File: config.mk
export PLATFORM = sky130hd
export DESIGN_NAME = ptc_back_flat
export DESIGN_NICKNAME = d
export VERILOG_FILES = /design/src/ptc_pkg.sv /design/src/ptc_if.sv /design/src/ptc_back.sv /design/src/flat_wrapper.sv
export SDC_FILE = /design/constraint.sdc
export NUM_CORES = 1
export LEC_CHECK = 0
export BUFFER_PORTS_ARGS = -buffer_cell sky130_fd_sc_hd__buf_4
export CORE_MARGIN = 5
export CORE_UTILIZATION = 35
export CTS_CLUSTER_SIZE = 28
export DETAILED_ROUTE_END_ITERATION = 8
export MAX_ROUTING_LAYER = met4
export PLACE_DENSITY_LB_ADDON = 0.1
export SYNTH_ARGS = -nofsm -noshare
export SYNTH_HDL_FRONTEND = slang
export SYNTH_SLANG_ARGS = --single-unit
File: constraint.sdc
create_clock -name clock -period 3.6 [get_ports clock]
set_clock_uncertainty 0.15 [all_clocks]
set_input_delay 0.72 -clock clock [delete_from_list [all_inputs] [get_ports clock]]
set_output_delay 0.72 -clock clock [all_outputs]
set_load 0.02 [all_outputs]
File: src/ptc_pkg.sv
`timescale 1ns / 1ps
package ptc_pkg;

   localparam int unsigned NumRegs  = 5;
   localparam int unsigned CsrIdxW  = 3;
   localparam int unsigned DivSteps = 32;
   localparam int unsigned QueueDepth = 4;
   localparam int unsigned QueuePtrW  = 2;

   typedef enum logic [CsrIdxW-1:0] {
      REG_AC1_AC2 = 3'd0,
      REG_AC3_AC4 = 3'd1,
      REG_AC5_AC6 = 3'd2,
      REG_B1_B2   = 3'd3,
      REG_MC_MD   = 3'd4
   } csr_index_type;

   typedef struct packed {
      logic [15:0] raw_temperature;
      logic [15:0] raw_pressure;
   } req_type;

   typedef struct packed {
      logic signed [31:0] temperature_decideg;
      logic signed [31:0] pressure_pa;
      logic               div_error;
   } rsp_type;

   typedef struct packed {
      logic [31:0] ac1;
      logic [31:0] ac2;
      logic [31:0] ac3;
      logic [31:0] ac4;
      logic [31:0] ac5;
      logic [31:0] ac6;
      logic [31:0] b1;
      logic [31:0] b2;
      logic [31:0] mc;
      logic [31:0] md;
   } coef_type;

   typedef struct packed {
      logic        num_neg;
      logic        den_neg;
      logic        shift_after;
      logic        zero;
      logic [31:0] num;
      logic [31:0] den;
   } div_op_type;

   function automatic logic [31:0] asr32(input logic [31:0] x, input int unsigned s);
      asr32 = 32'($signed(x) >>> s);
   endfunction

   function automatic logic [31:0] sx16(input logic [15:0] v);
      sx16 = {{16{v[15]}}, v};
   endfunction

endpackage

File: src/ptc_if.sv


interface ptc_rsp_if;
   logic             valid;
   logic             ready;
   ptc_pkg::rsp_type payload;
   modport source (output valid, output payload, input ready);
   modport sink (input valid, input payload, output ready);
endinterface

File: src/ptc_back.sv
`timescale 1ns / 1ps
module ptc_back (
   input  logic              clock,
   input  logic              reset,
   input  logic              in_valid,
   input  ptc_pkg::rsp_type  in_rsp,
   output logic              almost_full,
   ptc_rsp_if.source         rsp
);
   import ptc_pkg::*;

   logic [QueuePtrW-1:0] wr_ptr_ff;
   logic [QueuePtrW-1:0] wr_ptr_in;
   logic [QueuePtrW-1:0] rd_ptr_ff;
   logic [QueuePtrW-1:0] rd_ptr_in;
   logic [QueuePtrW:0]   count_ff;
   logic [QueuePtrW:0]   count_in;
   rsp_type              mem_ff [QueueDepth];
   logic                 push;
   logic                 pop;

   always_comb begin
      push      = in_valid;
      pop       = rsp.valid && rsp.ready;
      wr_ptr_in = push ? wr_ptr_ff + 1'b1 : wr_ptr_ff;
      rd_ptr_in = pop ? rd_ptr_ff + 1'b1 : rd_ptr_ff;
      count_in  = count_ff + {{QueuePtrW{1'b0}}, push} - {{QueuePtrW{1'b0}}, pop};
   end

   always_ff @(posedge clock) begin
      if (reset) begin
         wr_ptr_ff <= '0;
         rd_ptr_ff <= '0;
         count_ff  <= '0;
      end else begin
         wr_ptr_ff <= wr_ptr_in;
         rd_ptr_ff <= rd_ptr_in;
         count_ff  <= count_in;
      end
   end

   always_ff @(posedge clock) begin
      if (push) begin
         mem_ff[wr_ptr_ff] <= in_rsp;
      end
   end

   assign almost_full = count_ff >= (QueuePtrW+1)'(QueueDepth - 1);
   assign rsp.valid   = count_ff != '0;
   assign rsp.payload = mem_ff[rd_ptr_ff];

endmodule

File: src/flat_wrapper.sv
// flat-port wrapper written by rule: the top's interface ports become plain ports
module ptc_back_flat import ptc_pkg::*;
  (clock, reset, in_valid, in_rsp, almost_full, rsp_valid, rsp_payload, rsp_ready);
  ptc_rsp_if rsp_i ();
  input  logic clock;
  input  logic reset;
  input  logic in_valid;
  input  ptc_pkg::rsp_type in_rsp;
  output logic almost_full;
  output wire logic [$bits(rsp_i.valid)-1:0] rsp_valid;
  output wire logic [$bits(rsp_i.payload)-1:0] rsp_payload;
  input wire logic [$bits(rsp_i.ready)-1:0] rsp_ready;
  assign rsp_valid = rsp_i.valid;
  assign rsp_payload = rsp_i.payload;
  assign rsp_i.ready = rsp_ready;
  ptc_back u_core (.clock(clock), .reset(reset), .in_valid(in_valid), .in_rsp(in_rsp), .almost_full(almost_full), .rsp(rsp_i));
endmodule
==> results.yml, run 1 <==
synthesis:
  synth_seq_cells: 269
  yosys.area.top_type_share_pct: 78.8
  synth.distinct_cells: 22
  synthCells: 388
  post-synth-top-count-cell: "edfxtp_1"
  synth-seq-area-share_pct: 80.7
  postSynth.asyncResetShare_pct: 0
  syn_nets: 465
  synth-edff-count: 260
  ys.flop_type: "edfxtp_1"
  yosys.area.top_type: "edfxtp_1"
  syn_area_sq_mm: 0.00990
  yosys_warnings: 0
  synth_common_cells: "edfxtp_1, mux4_2, dfxtp_1"
  avgSynthCellArea_sq_um: 25.5
  synthTopCellsByArea: "edfxtp_1, mux4_2, dfxtp_1"
placement:
  globalplace.congestion: 0.719
  io_buffer_count: 135
  place_ws_ns: 0.956
  placed_area_sq_mm: 0.0114
  hpwlAfterDp_mm: 11.6
cells_and_area:
  final.fill_count: 2425
  design_area_sq_mm: 0.0123
  diodes: 0
  syn2layout_area_growth_pct: 24.5
  register_area_sq_mm: 0.00800
  drive_gt1_share_pct: 46.2
  final_nets: 622
  multi_input_area_sq_mm: 0.00174
sta:
  setup_slack_ns: 0.505
  finalMaxSlewViolations: 0
  tightest_slew_ns: 0.650
  setup_viol: 0
  fin_crit_sh_pct: 86.0
  slew_headroom_pct: 56.6
  finalHoldViolCount: 0
  tns_ns: 0
  fin_crit_ns: 3.09
  timing.hold.ws_ns: 0.239
  clock.fmax_mhz: 323
  rsz0062_at_grt: "no"
die:
  die_w_um: 178
  dieArea_sq_mm: 0.0318
  ios: 136
  initial_core_util_pct: 35.5
  core_sq_mm: 0.0279
  rows: 61
  die_y_um: 178
critical_path:
  crit_arrival_ns: 2.22
  reg2reg_to: "u_core.count_ff[2]"
  cp_max_fo: 21
  path_cells: "buf_12 > mux4_2 > buf_4"
  worst-path-stages: 3
  regToRegSetupSlack_ns: 1.52
  crit_path_end_kind: "output port"
  cp_top_family: "flip-flops"
  path_buf_inv: 2
  reg2reg_from: "u_core.count_ff[1]"
  r2r_cells: 7
  max_stage_delay_ns: 0.65
  crit_slowest_cell: "dfxtp_4"
  cp_data_required_time_ns: 2.73
  start_kind: "flop"
  critPathKind: "flop to output port"
hold_path:
  holdPathStages: 1
  hold_end: "u_core.mem_ff[3][29]"
  hp-class: "input port to flop"
  worstHoldStart: "in_rsp[29]"
clock_network:
  post_cts_buffers: 0
  cts-htree-levels: 1
  insertion_delay_ns: 0.53
  cts-root-buf: "clkbuf_16"
  ctsHoldBuffers: 0
  cts_tree: "yes"
  cts_buffers: 28
  cts_buffer_depth: 3
  cts_resized: 0
  clk_pin_slew_ns: 0.06
  clkSinkCount: 269
grt:
  antenna_found_initial: 0
  grt_pass1_vias: 4981
  grt-ovfl-total: 0
  grt_max_degree: 39
  track_usage_pct: 12.6
  grt_pass1_wl_mm: 29.6
power_and_ir_drop:
  vdd_drop_max_mv: 0.315
  p_per_area_mw_per_mm2: 674
  leakagePower_nw: 4.12
  finalPower_mw: 8.31
routing:
  wire_per_inst_um: 20.6
  drtIter0Drc: 232
  drc: 0
  drt-vias-per-instance: 4.68
  drtAntennaViolNets: 0
  routed_wl_mm: 19.5
  route.vias.total: 4422
  firstDrtPassIters: 4
status:
  status: "finished clean"
job:
  cap_violations: 0
==> cell usage in the layout (no fill, tap or decap), types with 3 or more instances in the layout <==
cell and count:
and2_4 4, buf_12 7, buf_4 135, bufinv_16 3, clkbuf_1 5, clkbuf_16 29, clkinv_2 7, clkinvlp_4 5
dfxtp_1 7, edfxtp_1 260, ha_1 7, inv_1 7, mux2_2 3, mux4_2 65, nor2_1 5, nor2b_1 4
==> kinds of logic after synthesis <==
family / Yosys count / synth area share, %
XOR/XNOR: 2 / 0.177
buffers and inverters: 22 / 1.84
multiplexers: 69 / 15.2
flip-flops: 269 / 80.7
adder cells (fa/ha/maj): 8 / 1.09
AO/OA/AOI/OAI: 3 / 0.227
AND/OR/NAND/NOR: 15 / 0.783
==> worst reg2reg max path, stage by stage (launching register included) <==
cell and delay (ns):
dfxtp_1 0.34, o31a_1 0.36, ha_1 0.29, inv_1 0.04, ha_1 0.19, fa_1 0.38
xnor2_1 0.17, nor2_1 0.05
==> how the worst max path moves through the flow <==
stage	startpoint	to
2_1_floorplan	in_valid	u_core.mem_ff[0][0]
3_3_place_gp	flop	rsp_payload[25]
3_5_place_dp	flop	rsp_payload[25]
4_1_cts	flop	rsp_payload[25]
5_1_grt	flop	rsp_payload[29]
6_report	flop	rsp_payload[20]
==> final cells by class <==
type / count / share of cell area [%]
Sequential cell: 269 / 64.8
Multi-Input combinational cell: 97 / 14.1
Timing Repair Buffer: 142 / 9.36
Clock buffer: 36 / 6.26
Tap cell: 378 / 3.84
Clock inverter: 16 / 1.35
Inverter: 7 / 0.213
==> per-stage QoR <==
stage                     util [%]  instances
after global routing          44.3        945
final                         44.3        945
after detailed placement      40.9        893
after CTS                     44.3        945
after global placement        40.9        893
after floorplan                  -        388
==> flip-flops by register name, indices dropped and copies added (netlist names), named ones only <==
register,flops
u_core.rd_ptr_ff,2
u_core.count_ff,3
u_core.wr_ptr_ff,2
u_core.mem_ff,260
==> where the power goes <==
part | switching, mW | internal [mW] | total (mW) | leakage (nW)
clock | 1.16 | 1.73 | 2.89 | 0.450
sequential | 0.124 | 3.61 | 3.74 | 2.46
combinational | 0.840 | 0.845 | 1.68 | 1.21
==> layer usage <==
layer	global-route usage [%]	share of wire [%]
met3	2.86	5.0
met4	3.55	2.3
met5	-	0
met1	16.3	42
met2	20.5	51
Note: power is estimated with default switching activity, not from simulation.
==> run 2: changes to the inputs <==
--- a/config.mk
+++ b/config.mk
@@ -12,6 +12,7 @@
 export DETAILED_ROUTE_END_ITERATION = 8
 export MAX_ROUTING_LAYER = met4
 export PLACE_DENSITY_LB_ADDON = 0.1
+export RECOVER_POWER = 50
 export SYNTH_ARGS = -nofsm -noshare
 export SYNTH_HDL_FRONTEND = slang
 export SYNTH_SLANG_ARGS = --single-unit
==> results.yml, run 2 (synthesis results as in run 1) <==
sta:
  fin_crit_sh_pct: 86.0
  finalMaxSlewViolations: 71
  clock.fmax_mhz: 323
  setup_viol: 0
  slew_headroom_pct: -40.0
  tns_ns: 0
  finalHoldViolCount: 0
  rsz0062_at_grt: "no"
  fin_crit_ns: 3.10
  tightest_slew_ns: 2.10
  timing.hold.ws_ns: 0.278
clock_network:
  insertion_delay_ns: 0.53
  cts_buffer_depth: 3
  clk_pin_slew_ns: 0.06
  cts-htree-levels: 1
  ctsHoldBuffers: 0
  cts-root-buf: "clkbuf_16"
  clkSinkCount: 269
  post_cts_buffers: 0
  cts_resized: 0
  cts_buffers: 28
  cts_tree: "yes"
cells_and_area:
  largest_register_ffs: 260
  final_nets: 622
  final.fill_count: 2474
  syn2layout_area_growth_pct: 22.0
  final_common_cell: "edfxtp_1"
  top_register: "u_core.mem_ff"
  layout_common_cells: "edfxtp_1, clkbuf_1, buf_4, mux4_2, clkbuf_16"
  multi_input_area_sq_mm: 0.00174
  top_regs: "u_core.mem_ff (260), u_core.count_ff (3)"
  drive_gt1_share_pct: 34.2
  register_area_sq_mm: 0.00800
placement:
  hpwlAfterDp_mm: 11.6
  io_buffer_count: 135
  globalplace.congestion: 0.719
die:
  die_w_um: 178
  core_sq_mm: 0.0279
  rows: 61
  die_y_um: 178
  initial_core_util_pct: 35.5
  dieArea_sq_mm: 0.0318
  ios: 136
grt:
  grt_pass1_wl_mm: 29.6
  antenna_found_initial: 1
  grt_max_degree: 39
  track_usage_pct: 12.6
  grt_pass1_vias: 4981
  grt-ovfl-total: 0
power_and_ir_drop:
  p_per_area_mw_per_mm2: 685
  leakagePower_nw: 3.88
  vdd_drop_max_mv: 0.309
critical_path:
  r2r_cells: 3
  crit_arrival_ns: 2.23
  cp_data_required_time_ns: 2.73
  crit_path_end_kind: "output port"
  critPathKind: "flop to output port"
  start_kind: "flop"
  cp_max_fo: 21
status:
  status: "complete, but fails checks"
  violations: "capacitance limit, slew limit"
hold_path:
  hp-class: "input port to flop"
  holdPathStages: 2
routing:
  routed_wl_mm: 19.4
  wire_per_inst_um: 20.5
  drtIter0Drc: 250
  firstDrtPassIters: 4
  drt-vias-per-instance: 4.69
  route.vias.total: 4436
  drc: 0
  drtAntennaViolNets: 0
job:
  cap_violations: 2
[run 2: final timing paths]
| kind | start | endpoint | slack, ns |
|---|---|---|---|
| min reg2reg | u_core.wr_ptr_ff[1] | u_core.wr_ptr_ff[1] | 0.41 |
| max reg2reg | u_core.wr_ptr_ff[0] | u_core.mem_ff[3][9] | 0.67 |
| min | reset | u_core.count_ff[2] | 0.28 |
| max | flop | rsp_payload[20] | 0.50 |
[run 2: report_power, final]
group          internal, mW  switching, mW  leakage (nW)
Combinational         0.813          0.840         0.969
Clock                  1.73           1.16         0.450
Sequential             3.61          0.123          2.46
Total                  6.16           2.12          3.88
[run 2: through the flow]
step	instances	instance area, sq um	setup WS [ns]	total power [mW]	util [%]
detailed placement	893	11400	0.956	5.55	40.9
CTS	945	12300	0.369	8.47	44.3
finish	946	12100	0.504	8.28	43.4
global placement	893	11400	0.959	5.52	40.9
global route	946	12100	0.320	8.66	43.4
floorplan	388	9900	0.771	4.90	-
[run 2: area by class of cell]
| class | instances | area share (%) |
|---|---|---|
| sequential | 269 | 66.2 |
| multi-input combinational | 97 | 14.4 |
| timing repair buffer | 142 | 7.53 |
| clock buffer | 36 | 6.39 |
| tap | 378 | 3.91 |
| clock inverter | 16 | 1.38 |
| inverter | 7 | 0.217 |
| antenna | 1 | 0.0207 |
[run 2: worst max-delay path: stages, from the launching register on]
cell and delay, ns:
dfxtp_4 0.65, buf_12 0.29, mux4_2 0.57, buf_4 0.18
[run 2: metal layers]
layer,vias up,global-route usage (%),part of all wire (%),wire (um)
met5,-,-,0,0
met1,2328,16.3,42,8100
li1,1967,-,-,-
met2,104,20.5,51,9840
met3,37,2.86,5.3,1020
met4,0,3.55,2.3,439
==> run 3: changes to the inputs <==
--- a/config.mk
+++ b/config.mk
@@ -10,7 +10,6 @@
 export CORE_UTILIZATION = 35
 export CTS_CLUSTER_SIZE = 28
 export DETAILED_ROUTE_END_ITERATION = 8
-export MAX_ROUTING_LAYER = met4
 export PLACE_DENSITY_LB_ADDON = 0.1
 export RECOVER_POWER = 50
 export SYNTH_ARGS = -nofsm -noshare
==> results.yml, run 3 (synthesis results as in run 1) <==
power_and_ir_drop:
  finalPower_mw: 8.28
  leakagePower_nw: 3.88
  p_per_area_mw_per_mm2: 685
  vdd_drop_max_mv: 0.310
sta:
  finalMaxSlewViolations: 71
  tightest_slew_ns: 2.08
  rsz0062_at_grt: "no"
  tns_ns: 0
  fin_crit_sh_pct: 85.9
  finalHoldViolCount: 0
  setup_slack_ns: 0.506
  slew_headroom_pct: -38.7
  setup_viol: 0
  fin_crit_ns: 3.09
  clock.fmax_mhz: 323
placement:
  placed_area_sq_mm: 0.0114
  hpwlAfterDp_mm: 11.6
  globalplace.congestion: 0.711
  io_buffer_count: 135
  place_ws_ns: 0.956
clock_network:
  ctsHoldBuffers: 0
  clkSinkCount: 269
  cts-htree-levels: 1
  cts-root-buf: "clkbuf_16"
  cts_tree: "yes"
  insertion_delay_ns: 0.53
  cts_buffer_depth: 3
  cts_buffers: 28
  cts_resized: 0
  post_cts_buffers: 0
  clk_pin_slew_ns: 0.06
grt:
  antenna_found_initial: 1
  grt_max_degree: 39
  track_usage_pct: 12.3
  grt_pass1_wl_mm: 29.6
  grt-ovfl-total: 0
  grt_pass1_vias: 4969
cells_and_area:
  diodes: 0
  drive_gt1_share_pct: 34.2
  largest_register_ffs: 260
  design_area_sq_mm: 0.0121
  layout_common_cells: "edfxtp_1, clkbuf_1, buf_4, mux4_2, clkbuf_16"
  final_common_cell: "edfxtp_1"
  top_regs: "u_core.mem_ff (260), u_core.count_ff (3)"
  final.fill_count: 2475
  syn2layout_area_growth_pct: 22.0
  top_register: "u_core.mem_ff"
  final_nets: 622
critical_path:
  r2r_cells: 3
  start_kind: "flop"
  crit_arrival_ns: 2.22
  critPathKind: "flop to output port"
  cp_max_fo: 26
  crit_path_end_kind: "output port"
  cp_data_required_time_ns: 2.73
status:
  violations: "capacitance limit, slew limit"
  status: "complete, but fails checks"
routing:
  routed_wl_mm: 19.4
  firstDrtPassIters: 6
  drtIter0Drc: 255
  drt-vias-per-instance: 4.71
  drc: 0
  wire_per_inst_um: 20.6
  drtAntennaViolNets: 0
  route.vias.total: 4453
die:
  rows: 61
  initial_core_util_pct: 35.5
  die_y_um: 178
  core_sq_mm: 0.0279
  ios: 136
  die_w_um: 178
  dieArea_sq_mm: 0.0318
hold_path:
  hp-class: "input port to flop"
  holdPathStages: 2
job:
  cap_violations: 2
## run 3: worst paths after layout
kind / start / to / slack, ns
worst max-delay path: flop / rsp_payload[36] / 0.51
worst min register to register: u_core.wr_ptr_ff[1] / u_core.wr_ptr_ff[1] / 0.41
worst max register to register: u_core.wr_ptr_ff[0] / u_core.mem_ff[3][9] / 0.68
worst min-delay path: reset / u_core.count_ff[2] / 0.28
## run 3: layout make-up
type | count | area [sq um] | area share [%]
sequential | 269 | 8000 | 66.2
inverter | 7 | 26.3 | 0.218
tap | 378 | 473 | 3.92
clock inverter | 16 | 166 | 1.38
multi-input combinational | 97 | 1740 | 14.4
timing repair buffer | 142 | 910 | 7.53
clock buffer | 36 | 772 | 6.39
## run 3: stage by stage
stage	hold slack, ns	util [%]	cells
2_1_floorplan	0.364	-	388
3_3_place_gp	0.387	40.9	893
3_5_place_dp	0.409	40.9	893
4_1_cts	0.205	44.3	945
5_1_grt	0.257	43.4	945
6_report	0.278	43.4	945
## run 3: worst max-delay path: stages, from the launching register on
cell     delay [ns]
dfxtp_4        0.65
buf_12         0.30
mux4_2         0.55
buf_4          0.18
## run 3: layer usage
metal / GRT usage [%] / wire length [um] / vias to the layer above / part of all wire [%]
met5: 0 / 11 / - / 0.057
met4: 3.55 / 444 / 2 / 2.3
met3: 3.14 / 1080 / 41 / 5.6
met2: 20.4 / 9870 / 104 / 51
met1: 16.1 / 8030 / 2337 / 41
li1: - / - / 1969 / -
## run 3: report_power, final
part	internal [mW]	switching [mW]	leakage [nW]
registers	3.61	0.124	2.46
logic	0.813	0.841	0.969
clock network	1.73	1.16	0.450
